$ cat src/design/bsmp_pkg.sv
// ----------------------------------------------------------------------------
// Bitplane packer package
// Sizes, shared types and helper functions of the bitplane packer.
// ----------------------------------------------------------------------------
`default_nettype none

package bsmp_pkg;

   localparam int LANES      = 8;
   localparam int MAX_PLANES = 16;
   localparam int SAMPLE_W   = 16;
   localparam int PLANE_W    = 5;
   localparam int GROUP_W    = 12;
   localparam int COUNT_W    = 4;
   localparam int BYTE_W     = 8;
   localparam int REQ_DATA_W = 136;
   localparam int RSP_DATA_W = 32;
   localparam int RSP_USED_W = PLANE_W + GROUP_W + BYTE_W;
   localparam int BIT_W      = $clog2(MAX_PLANES);

   localparam logic [PLANE_W-1:0] PLANE_RESET = PLANE_W'(MAX_PLANES);

   typedef struct packed {
      logic                sign;
      logic [SAMPLE_W-1:0] mag;
   } lane_out_type;

   typedef struct packed {
      logic [BYTE_W-1:0]                  sign_byte;
      logic [MAX_PLANES-1:0][BYTE_W-1:0]  mag_byte;
      logic [GROUP_W-1:0]                 group_index;
      logic [PLANE_W-1:0]                 plane_count;
   } group_type;

   function automatic logic [PLANE_W-1:0] clamp_planes(input logic [PLANE_W-1:0] value);
      logic [PLANE_W-1:0] result;
      result = value;
      if (value == '0) begin
         result = PLANE_W'(1);
      end else if (value > PLANE_W'(MAX_PLANES)) begin
         result = PLANE_W'(MAX_PLANES);
      end
      return result;
   endfunction

endpackage

`default_nettype wire

$ cat src/design/bitplane_sign_magnitude_pack_top.sv
// ----------------------------------------------------------------------------
// Bitplane sign-magnitude packer
// Splits groups of eight signed samples into a sign byte and magnitude bytes.
// ----------------------------------------------------------------------------
// Each request transaction carries eight samples and produces 1 + plane_count
// response transactions: the sign byte first, then one byte per kept magnitude
// plane from the top plane down to bit 0. The serializer sends one byte per
// cycle while the receiver is ready, and the next group is taken in the cycle
// its predecessor's last byte moves into the output register. Eight lanes work
// out sign and magnitude in parallel; a merge stage transposes them into
// plane bytes. plane_count values of zero act as one, values above sixteen
// act as sixteen; write it only while idle.
// ----------------------------------------------------------------------------
`default_nettype none

module bitplane_sign_magnitude_pack_top (
   input  wire logic                               clock,
   input  wire logic                               reset,
   input  wire logic                               csr_wen,
   input  wire logic [bsmp_pkg::PLANE_W-1:0]       csr_wdata,   // plane_count
   input  wire logic                               req_tvalid,
   output logic                                    req_tready,
   // sample_0 .. sample_7 (16 bits each), valid_count (4 bits), zero fill
   input  wire logic [bsmp_pkg::REQ_DATA_W-1:0]    req_tdata,
   input  wire logic                               req_tlast,   // final_group
   output logic                                    rsp_tvalid,
   input  wire logic                               rsp_tready,
   // plane_index (5 bits), group_index (12 bits), plane_byte (8 bits), zero fill
   output logic [bsmp_pkg::RSP_DATA_W-1:0]         rsp_tdata,
   output logic                                    rsp_tlast    // last_of_group
);
   import bsmp_pkg::*;

   logic [PLANE_W-1:0]  plane_count_ff, plane_count_in;
   logic [GROUP_W-1:0]  group_counter_ff, group_counter_in;
   logic [COUNT_W-1:0]  valid_count;
   logic                load;
   logic                free;
   lane_out_type [LANES-1:0] lanes;
   group_type           group;

   assign valid_count = req_tdata[LANES*SAMPLE_W +: COUNT_W];
   assign req_tready  = free;
   assign load        = req_tvalid && free;

   always_comb begin
      plane_count_in   = csr_wen ? csr_wdata : plane_count_ff;
      group_counter_in = group_counter_ff;
      if (load) begin
         group_counter_in = req_tlast ? '0 : group_counter_ff + 1'b1;
      end
   end

   always_ff @(posedge clock) begin
      if (reset) begin
         plane_count_ff   <= PLANE_RESET;
         group_counter_ff <= '0;
      end else begin
         plane_count_ff   <= plane_count_in;
         group_counter_ff <= group_counter_in;
      end
   end

   for (genvar k = 0; k < LANES; k++) begin : g_lane
      bsmp_lane u_lane (
         .sample   (req_tdata[k*SAMPLE_W +: SAMPLE_W]),
         .lane_en  (COUNT_W'(k) < valid_count),
         .lane_out (lanes[k])
      );
   end

   bsmp_merge u_merge (
      .clock       (clock),
      .load        (load),
      .lanes       (lanes),
      .group_index (group_counter_ff),
      .plane_count (clamp_planes(plane_count_ff)),
      .group       (group)
   );

   bsmp_serial u_serial (
      .clock      (clock),
      .reset      (reset),
      .group      (group),
      .load       (load),
      .free       (free),
      .rsp_tvalid (rsp_tvalid),
      .rsp_tready (rsp_tready),
      .rsp_tdata  (rsp_tdata),
      .rsp_tlast  (rsp_tlast)
   );

endmodule

`default_nettype wire

$ cat src/design/bsmp_lane.sv
// ----------------------------------------------------------------------------
// Bitplane packer lane
// Splits one sample into a sign bit and a magnitude, zero when the lane is unused.
// ----------------------------------------------------------------------------
`default_nettype none

module bsmp_lane (
   input  wire logic [bsmp_pkg::SAMPLE_W-1:0] sample,
   input  wire logic                          lane_en,
   output bsmp_pkg::lane_out_type             lane_out
);
   import bsmp_pkg::*;

   logic negative;

   assign negative      = sample[SAMPLE_W-1];
   assign lane_out.sign = lane_en & negative;
   assign lane_out.mag  = !lane_en ? '0 : (negative ? SAMPLE_W'(~sample + 1'b1) : sample);

endmodule

`default_nettype wire

$ cat src/design/bsmp_merge.sv
// ----------------------------------------------------------------------------
// Bitplane packer merge stage
// Transposes the lane results into plane bytes and holds them for one group.
// ----------------------------------------------------------------------------
`default_nettype none

module bsmp_merge (
   input  wire logic                                      clock,
   input  wire logic                                      load,
   input  wire bsmp_pkg::lane_out_type [bsmp_pkg::LANES-1:0] lanes,
   input  wire logic [bsmp_pkg::GROUP_W-1:0]              group_index,
   input  wire logic [bsmp_pkg::PLANE_W-1:0]              plane_count,
   output bsmp_pkg::group_type                            group
);
   import bsmp_pkg::*;

   group_type group_ff;
   group_type group_in;

   always_comb begin
      group_in = group_ff;
      if (load) begin
         for (int k = 0; k < LANES; k++) begin
            group_in.sign_byte[k] = lanes[k].sign;
            for (int p = 0; p < MAX_PLANES; p++) begin
               group_in.mag_byte[p][k] = lanes[k].mag[p];
            end
         end
         group_in.group_index = group_index;
         group_in.plane_count = plane_count;
      end
   end

   always_ff @(posedge clock) begin
      group_ff <= group_in;
   end

   assign group = group_ff;

endmodule

`default_nettype wire

$ cat src/design/bsmp_serial.sv
// ----------------------------------------------------------------------------
// Bitplane packer serializer
// Sends the held group one byte per transaction through an output register.
// ----------------------------------------------------------------------------
`default_nettype none

module bsmp_serial (
   input  wire logic                              clock,
   input  wire logic                              reset,
   input  wire bsmp_pkg::group_type               group,
   input  wire logic                              load,
   output logic                                   free,
   output logic                                   rsp_tvalid,
   input  wire logic                              rsp_tready,
   output logic [bsmp_pkg::RSP_DATA_W-1:0]        rsp_tdata,
   output logic                                   rsp_tlast
);
   import bsmp_pkg::*;

   logic                buf_valid_ff, buf_valid_in;
   logic [PLANE_W-1:0]  ptr_ff, ptr_in;
   logic                rsp_valid_ff, rsp_valid_in;
   logic [PLANE_W-1:0]  plane_index_ff, plane_index_in;
   logic [GROUP_W-1:0]  group_index_ff, group_index_in;
   logic [BYTE_W-1:0]   plane_byte_ff, plane_byte_in;
   logic                last_ff, last_in;

   logic                out_load;
   logic                take;
   logic                buf_last;
   logic [PLANE_W-1:0]  bit_sel;

   assign out_load = !rsp_valid_ff || rsp_tready;
   assign take     = buf_valid_ff && out_load;
   assign buf_last = (ptr_ff == group.plane_count);
   assign free     = !buf_valid_ff || (take && buf_last);
   assign bit_sel  = group.plane_count - ptr_ff;

   always_comb begin
      buf_valid_in   = buf_valid_ff;
      ptr_in         = ptr_ff;
      rsp_valid_in   = rsp_valid_ff;
      plane_index_in = plane_index_ff;
      group_index_in = group_index_ff;
      plane_byte_in  = plane_byte_ff;
      last_in        = last_ff;
      if (take) begin
         ptr_in = ptr_ff + 1'b1;
         if (buf_last) begin
            buf_valid_in = 1'b0;
         end
      end
      if (load) begin
         buf_valid_in = 1'b1;
         ptr_in       = '0;
      end
      if (out_load) begin
         rsp_valid_in   = buf_valid_ff;
         plane_index_in = ptr_ff;
         group_index_in = group.group_index;
         plane_byte_in  = (ptr_ff == '0) ? group.sign_byte : group.mag_byte[bit_sel[BIT_W-1:0]];
         last_in        = buf_last;
      end
   end

   always_ff @(posedge clock) begin
      if (reset) begin
         buf_valid_ff <= 1'b0;
         ptr_ff       <= '0;
         rsp_valid_ff <= 1'b0;
      end else begin
         buf_valid_ff <= buf_valid_in;
         ptr_ff       <= ptr_in;
         rsp_valid_ff <= rsp_valid_in;
      end
   end

   always_ff @(posedge clock) begin
      plane_index_ff <= plane_index_in;
      group_index_ff <= group_index_in;
      plane_byte_ff  <= plane_byte_in;
      last_ff        <= last_in;
   end

   assign rsp_tvalid = rsp_valid_ff;
   assign rsp_tlast  = last_ff;
   assign rsp_tdata  = {(RSP_DATA_W - RSP_USED_W)'(0), plane_byte_ff, group_index_ff,
                        plane_index_ff};

endmodule

`default_nettype wire

$ cat config.mk
export PLATFORM = sky130hd
export DESIGN_NAME = bitplane_sign_magnitude_pack_top
export DESIGN_NICKNAME = d
export VERILOG_FILES = /design/src/design/bsmp_pkg.sv /design/src/design/bitplane_sign_magnitude_pack_top.sv /design/src/design/bsmp_lane.sv /design/src/design/bsmp_merge.sv /design/src/design/bsmp_serial.sv
export SDC_FILE = /design/constraint.sdc
export NUM_CORES = 1
export LEC_CHECK = 0
export ABC_AREA = 1
export BUFFER_PORTS_ARGS = -buffer_cell sky130_fd_sc_hd__buf_2
export CAP_MARGIN = 10
export CORE_MARGIN = 4
export CORE_UTILIZATION = 40
export CTS_CLUSTER_DIAMETER = 60
export CTS_CLUSTER_SIZE = 30
export DETAILED_ROUTE_END_ITERATION = 12
export PLACE_DENSITY = 0.66
export SLEW_MARGIN = 20
export SYNTH_ARGS = -nofsm -noshare
export SYNTH_HDL_FRONTEND = slang
export SYNTH_SLANG_ARGS = --single-unit
$ cat constraint.sdc
create_clock -name clock -period 4.8 [get_ports clock]
set_input_delay 0.96 -clock clock [delete_from_list [all_inputs] [get_ports clock]]
set_output_delay 0.96 -clock clock [all_outputs]
set_load 0.02 [all_outputs]
## Yosys cells after proc, flatten, opt, wreduce, memory -nomap -nowiden

Index checks and enable logic that the tools add are counted.

| storage, ports and cells | value |
|---|---|
| word-level logic and storage cells | 217 |
| output and inout bits | 35 |
| input port bits | 147 |
| memories kept | 0 |
| memory bits (read-only) | 0 |
| memory bits (writable) | 0 |
| bits in latches | 0 |
| flip-flop bits (word level) | 203 |

| cells by class | value |
|---|---|
| multiply operators | 0 |
| add/subtract/negate cells | 11 |
| magnitude comparators | 10 |
| bitwise gates (word level) | 16 |
| shifts and indexed selects | 0 |
| eq/ne operators | 1 |
| multiplexer cells | 16 |
| divide/modulo/power cells | 0 |
| reductions and logical operators | 22 |

Operators with widths:

| operator | count |
|---|---|
| adder 16 x 1 -> 16 bit (second input constant) | 8 |
| inverter 16 bit | 8 |
| 2-to-1 mux 15 bit | 8 |
| binary-select mux 8 bit (select 4 bit) | 1 |
| AND reduction 2 bit | 9 |
| < comparator 3 x 4 -> 1 bit (first input constant) | 4 |
| 2-to-1 mux 8 bit | 2 |
| adder 12 x 1 -> 12 bit (second input constant) | 1 |
| 2-to-1 mux 12 bit | 1 |
| logical NOT 5 bit | 2 |
| bitwise AND 1 bit | 8 |
| < comparator 1 x 4 -> 1 bit (first input constant) | 2 |
| < comparator 2 x 4 -> 1 bit (first input constant) | 2 |
| adder 5 x 1 -> 5 bit (second input constant) | 1 |
| equality test 5 bit | 1 |
| greater-than comparator 5 bit (second input constant) | 1 |
| < comparator 4 x 5 -> 1 bit (second input constant) | 1 |
| 2-to-1 mux 5 bit | 1 |
| nonzero test 2 bit | 2 |
| OR reduction 2 bit | 2 |
| subtractor 4 bit | 1 |
| logical AND 1 bit | 3 |
| 2-to-1 mux 1 bit | 3 |
| logical NOT 1 bit | 2 |
| logical OR 1 bit | 2 |

## Logic depth before layout (Yosys ltp)

| depth | value |
|---|---|
| depth after elaboration | 8 |
| gate-level depth with buffers | 12 |
| gate-level depth less buffers | 10 |

## By module

Synthesis repeated with hierarchy kept, for this count alone.

| unflattened totals | value |
|---|---|
| cells, all modules | 1685 |
| area total of the unflattened synthesis | 12403.1 um^2 |

Modules (own cells, without submodules):

| module | area each (um^2) | cells each | sequential area each (um^2) | instances |
|---|---|---|---|---|
| bsmp_merge | 4594.4 | 153 | 4594.4 | 1 |
| bsmp_lane | 483.0 | 109 | 0.0 | 8 |
| bsmp_serial | 3076.7 | 528 | 920.9 | 1 |
| bitplane_sign_magnitude_pack_top | 868.3 | 132 | 340.3 | 1 |

## Least setup slack after synthesis

OpenSTA, ideal clock, no wires.

| timing path | value |
|---|---|
| path type | in2reg |
| from | input port rsp_tready |
| to | register u_merge.group_ff (netlist bit u_merge.group[0]), enable pin |
| path buffers | 0 |
| setup slack | -198 ps |
| arrival | 4518 ps |
| data required time | 4320 ps |
| setup time | 480 ps |
| stages on the path | 4 |
| cells stage by stage | inv_1 nand2_1 nand4_4 a21oi_4 |

| on the way | value |
|---|---|
| longest elaborated chain between the ends | 5 |

Ends and longest elaborated chain:

| item | line | RTL |
|---|---|---|
| from (decl) | bitplane_sign_magnitude_pack_top.sv:27 | `input wire logic rsp_tready,` |
| logical OR 1 bit | bsmp_serial.sv:33 | `assign out_load = !rsp_valid_ff \|\| rsp_tready;` |
| via u_serial.out_load | bsmp_serial.sv:28 | `logic out_load;` |
| logical AND 1 bit | bsmp_serial.sv:34 | `assign take = buf_valid_ff && out_load;` |
| logical AND 1 bit | bsmp_serial.sv:36 | `assign free = !buf_valid_ff \|\| (take && buf_last);` |
| logical OR 1 bit | bsmp_serial.sv:36 |  |
| logical AND 1 bit | bitplane_sign_magnitude_pack_top.sv:44 | `assign load = req_tvalid && free;` |
| via load | bitplane_sign_magnitude_pack_top.sv:37 | `logic load;` |
| to (signal assigned) | bsmp_merge.sv:35 | `group_ff <= group_in;` |
| to (decl) | bsmp_merge.sv:17 | `group_type group_ff;` |

The timed path passes the listed nets, and every way through them passes these cells.
A chain may end at the register's enable or synchronous reset.

## Worst setup path after layout

| timing path | value |
|---|---|
| from | input port rsp_tready |
| to | output port req_tready |

| on the way | value |
|---|---|
| longest elaborated chain between the ends | 4 |

Ends and longest elaborated chain:

| item | line | RTL |
|---|---|---|
| logical OR 1 bit | bsmp_serial.sv:33 |  |
| via u_serial.out_load | bsmp_serial.sv:28 |  |
| logical AND 1 bit | bsmp_serial.sv:34 |  |
| logical AND 1 bit | bsmp_serial.sv:36 |  |
| logical OR 1 bit | bsmp_serial.sv:36 |  |
| to (decl) | bitplane_sign_magnitude_pack_top.sv:22 | `output logic req_tready,` |

The timed path passes the listed nets, and every way through them passes these cells.

==> key figures <==
Timing
  – FMAX: 326 MHz
  – Tightest Pin Transition: 0.914 ns
  – TNS Setup: 0 ns
  – Final max-slew violation count: 0
  – Final setup fails: 0
  – Clock period minus final worst setup slack: 3.07 ns
  – Slew margin rel.: 39.1%
  – RSZ-0062 raised after global routing: false
  – Clk_skew: 0.0148 ns
  – Final WS setup: 1.73 ns
  – Crit share post-route: 64.0%
  – Hold Violations, Final: 0

Pwr
  – Net Sw Frac: 30.1%
  – Sequential power share: 46.5%
  – Leakage power: 6.03 nW
  – Net Switching: 0.00137 W
  – Internal power: 0.00317 W
  – Worst VDD drop: 310 uV
  – PD cells: 333 nW/um^2
  – Clock Power Share: 36.6%
  – Comb pwr share: 16.9%

Logic synthesis
  – Synth Cell Area: 11,700 um^2
  – Post-synth EDFFs: 179
  – Adder-cell share of the synthesized area: 1.88%
  – Mapped Cells: 1,465
  – Synth Warn #: 0
  – Cell taking the most area after synthesis: edfxtp_1
  – Synth top area cells: edfxtp_1 46%, nand2_1 12%, nand3_1 7.9%
  – Synthesis-stage register bit count: 203
  – Top cell type's share of synthesized area: 46.0%
  – Main combinational cell family by area after synthesis: simple AND/OR/NAND/NOR gates
  – Compound-Gate Fraction of Synth Area: 9.09%
  – Xor and xnor area share after synthesis: 1.39%
  – Fraction of registers with async set or reset after synthesis: 0%
  – Simple-gate share of the synthesized area: 29.9%
  – Cell variety after synth: 44
  – Mux cell area share after synthesis: 0%
  – Most used DFF post-synth: edfxtp_1
  – Register area share after synthesis: 50.1%
  – Synth Area per Inst: 7.98 um^2

GRT
  – Largest net degree at the start of global routing: 86
  – First-pass GRT wire length: 46,500 um
  – Global-route usage over all layers: 17.9%
  – Vias in the first global route: 9,574
  – Initial antenna violation count: 16
  – Congestion Overflow GR: 0

Detailed routing
  – Antenna viol nets, final: 0
  – Via count: 10,200
  – DRC marker count from the first detailed-route iteration: 633
  – First-pass DRT Iterations: 5
  – Routed length per instance: 14.2 um
  – WL final: 28,700 um
  – # DRC: 0
  – Vias per Instance: 5.03

Critical path
  – R2r startpoint: u_serial.ptr_ff[0]
  – Setup crit end kind: output pin
  – Startpoint Class: input port
  – Critical path required time: 3.84 ns
  – Worst EP arrival: 2.11 ns
  – CP peak stage delay: 0.43 ns
  – Critical path's most frequent cell: buf_2
  – Crit-path slowest cell: buf_4
  – R2R Setup Slk: 1.79 ns
  – Worst path cell trace: buf_2 -> inv_1 -> nand2_2 -> buf_4 -> nand4_4 -> nand2_4 -> buf_2
  – Worst setup path start: rsp_tready
  – Crit path kind: input port to output pin
  – Maximum fanout along the worst path: 31

Run status
  – Status: finished clean

Clocking
  – CTS tree: yes
  – Clk buf depth: 3
  – Number of setup buffers added after CTS: 0
  – Post-CTS resize count: 0
  – Clock sink count: 203
  – Reg clk slew, reported paths: 0.08 ns
  – Later-pin clock latency in the skew report: 0.51 ns
  – Htree depth: 1
  – CTS Hold Buffers Added: 0
  – Clk root buf: clkbuf_16
  – Number of buffers created by CTS: 20

Floorplanning
  – Horiz. Die Dim: 179 um
  – Row cnt: 62
  – Core Region: 28,800 um^2
  – I/O pin cnt: 182
  – DIE AREA: 32,000 um^2
  – Initial core utilization: 40.6%
  – Die Height: 179 um

Min path
  – Hold path start: u_merge.group[16]
  – Hold crit path type: flop to flop

Place
  – Worst Setup Slack post-DPL: 1.65 ns
  – Detailed placer's ending HPWL: 20,200 um
  – Dpl cells: 1,985
  – Final weighted congestion in routability-driven placement: 0.945
  – # port buffers: 170

Finish
  – Layout cells sized above 1: 15.5%
  – Final Non-Filler Cells: 2,026
  – Nets: 1,787
  – Area grow syn2layout: 16.4%

Flow run
  – Number of max-cap violations: 0
kinds of logic after synthesis:
logic type      count (synthesis)
simple gates                  810
buf+inv                       218
flops                         203
compound gates                200
fa+ha+maj                      17
xor+xnor                       16
other cells                     1
metrics by stage:
stage | hold slack [ns] | instance area, um^2 | utilization (%) | total power (W)
finish | 0.422 | 13600 | 47.3 | 0.00453
global route | 0.437 | 13600 | 47.3 | 0.00477
CTS | 0.425 | 13600 | 47.2 | 0.00458
detailed placement | 0.405 | 12900 | 44.7 | 0.00291
global placement | 0.402 | 12900 | 44.7 | 0.00290
floorplan | 0.400 | 11700 | - | 0.00266
per-layer routing:
metal | share of wire, % | GRT usage (%) | up-vias | routed length, um
met5 | 0.44 | 0 | - | 125
met4 | 2.9 | 5.34 | 22 | 844
met3 | 6.9 | 3.99 | 74 | 1970
met2 | 47 | 30.0 | 308 | 13400
met1 | 43 | 23.2 | 4577 | 12400
li1 | - | - | 5215 | -
final timing paths:
path | end | cells after the start
min | u_serial.group_index_ff[11] | 0
min reg2reg | u_serial.group_index_ff[11] | 0
max reg2reg | u_serial.plane_byte_ff[6] | 11
max | req_tready | 7
cell usage in the layout (no fill, tap or decap), drive strengths merged, types with 13 or more instances in the layout:
master | Yosys | final
a21oi | 97 | 97
o21ai | 96 | 96
ha | 16 | 16
nand3 | 184 | 184
buf | 35 | 178
inv | 170 | 178
clkbuf | 13 | 21
xor2 | 13 | 13
nor2 | 169 | 169
edfxtp | 179 | 179
dfxtp | 24 | 24
nand4 | 19 | 19
nand2 | 388 | 388
nor3 | 36 | 36
critical path: cells and delay by family:
family	cells	cell delay, ns
buffers and inverters	4	0.73
and+or+nand+nor	3	0.41
area by class of cell:
type	instances	area, um^2
Multi-Input combinational cell	1050	4970
Fill cell	2829	15200
Tap cell	384	480
Inverter	170	641
Clock buffer	21	504
Antenna cell	5	12.5
Timing Repair Buffer	178	923
Clock inverter	15	223
Sequential cell	203	5860
sequential cells by signal, summed over array words and instances (netlist names):
name                     cells
u_serial.ptr_ff              5
u_merge.group              153
u_serial.plane_byte_ff       8
group_counter_ff            12
u_serial.plane_index_ff      5
u_serial.group_index_ff     12
u_serial.rsp_tlast           1
plane_count_ff               5
u_serial.buf_valid_ff        1
u_serial.rsp_tvalid          1
cell usage after synthesis (2+ instances only):
library cell	count
a21oi_1	95
a21oi_4	2
and3_1	4
buf_2	26
buf_4	8
clkbuf_1	13
dfxtp_1	24
edfxtp_1	179
ha_1	16
inv_1	161
inv_2	8
nand2_1	381
nand2_2	5
nand2_4	2
nand3_1	184
nand3b_1	3
nand4_1	18
nor2_1	162
nor2_2	5
nor2_4	2
nor3_1	34
nor3_2	2
nor4_1	2
o21a_1	4
o21ai_0	82
o21ai_1	10
o21ai_2	3
or2_2	2
xnor2_2	2
xor2_1	12
power by group through the flow:
| stage | sequential (W) | combinational, W | clock [W] |
|---|---|---|---|
| finish | 0.00211 | 0.000765 | 0.00166 |
| global route | 0.00212 | 0.000876 | 0.00178 |
| CTS | 0.00211 | 0.000770 | 0.00170 |
| detailed placement | 0.00215 | 0.000766 | 0 |
| global placement | 0.00215 | 0.000752 | 0 |
| floorplan | 0.00217 | 0.000489 | 0 |
(Power assumes the default switching activity.)
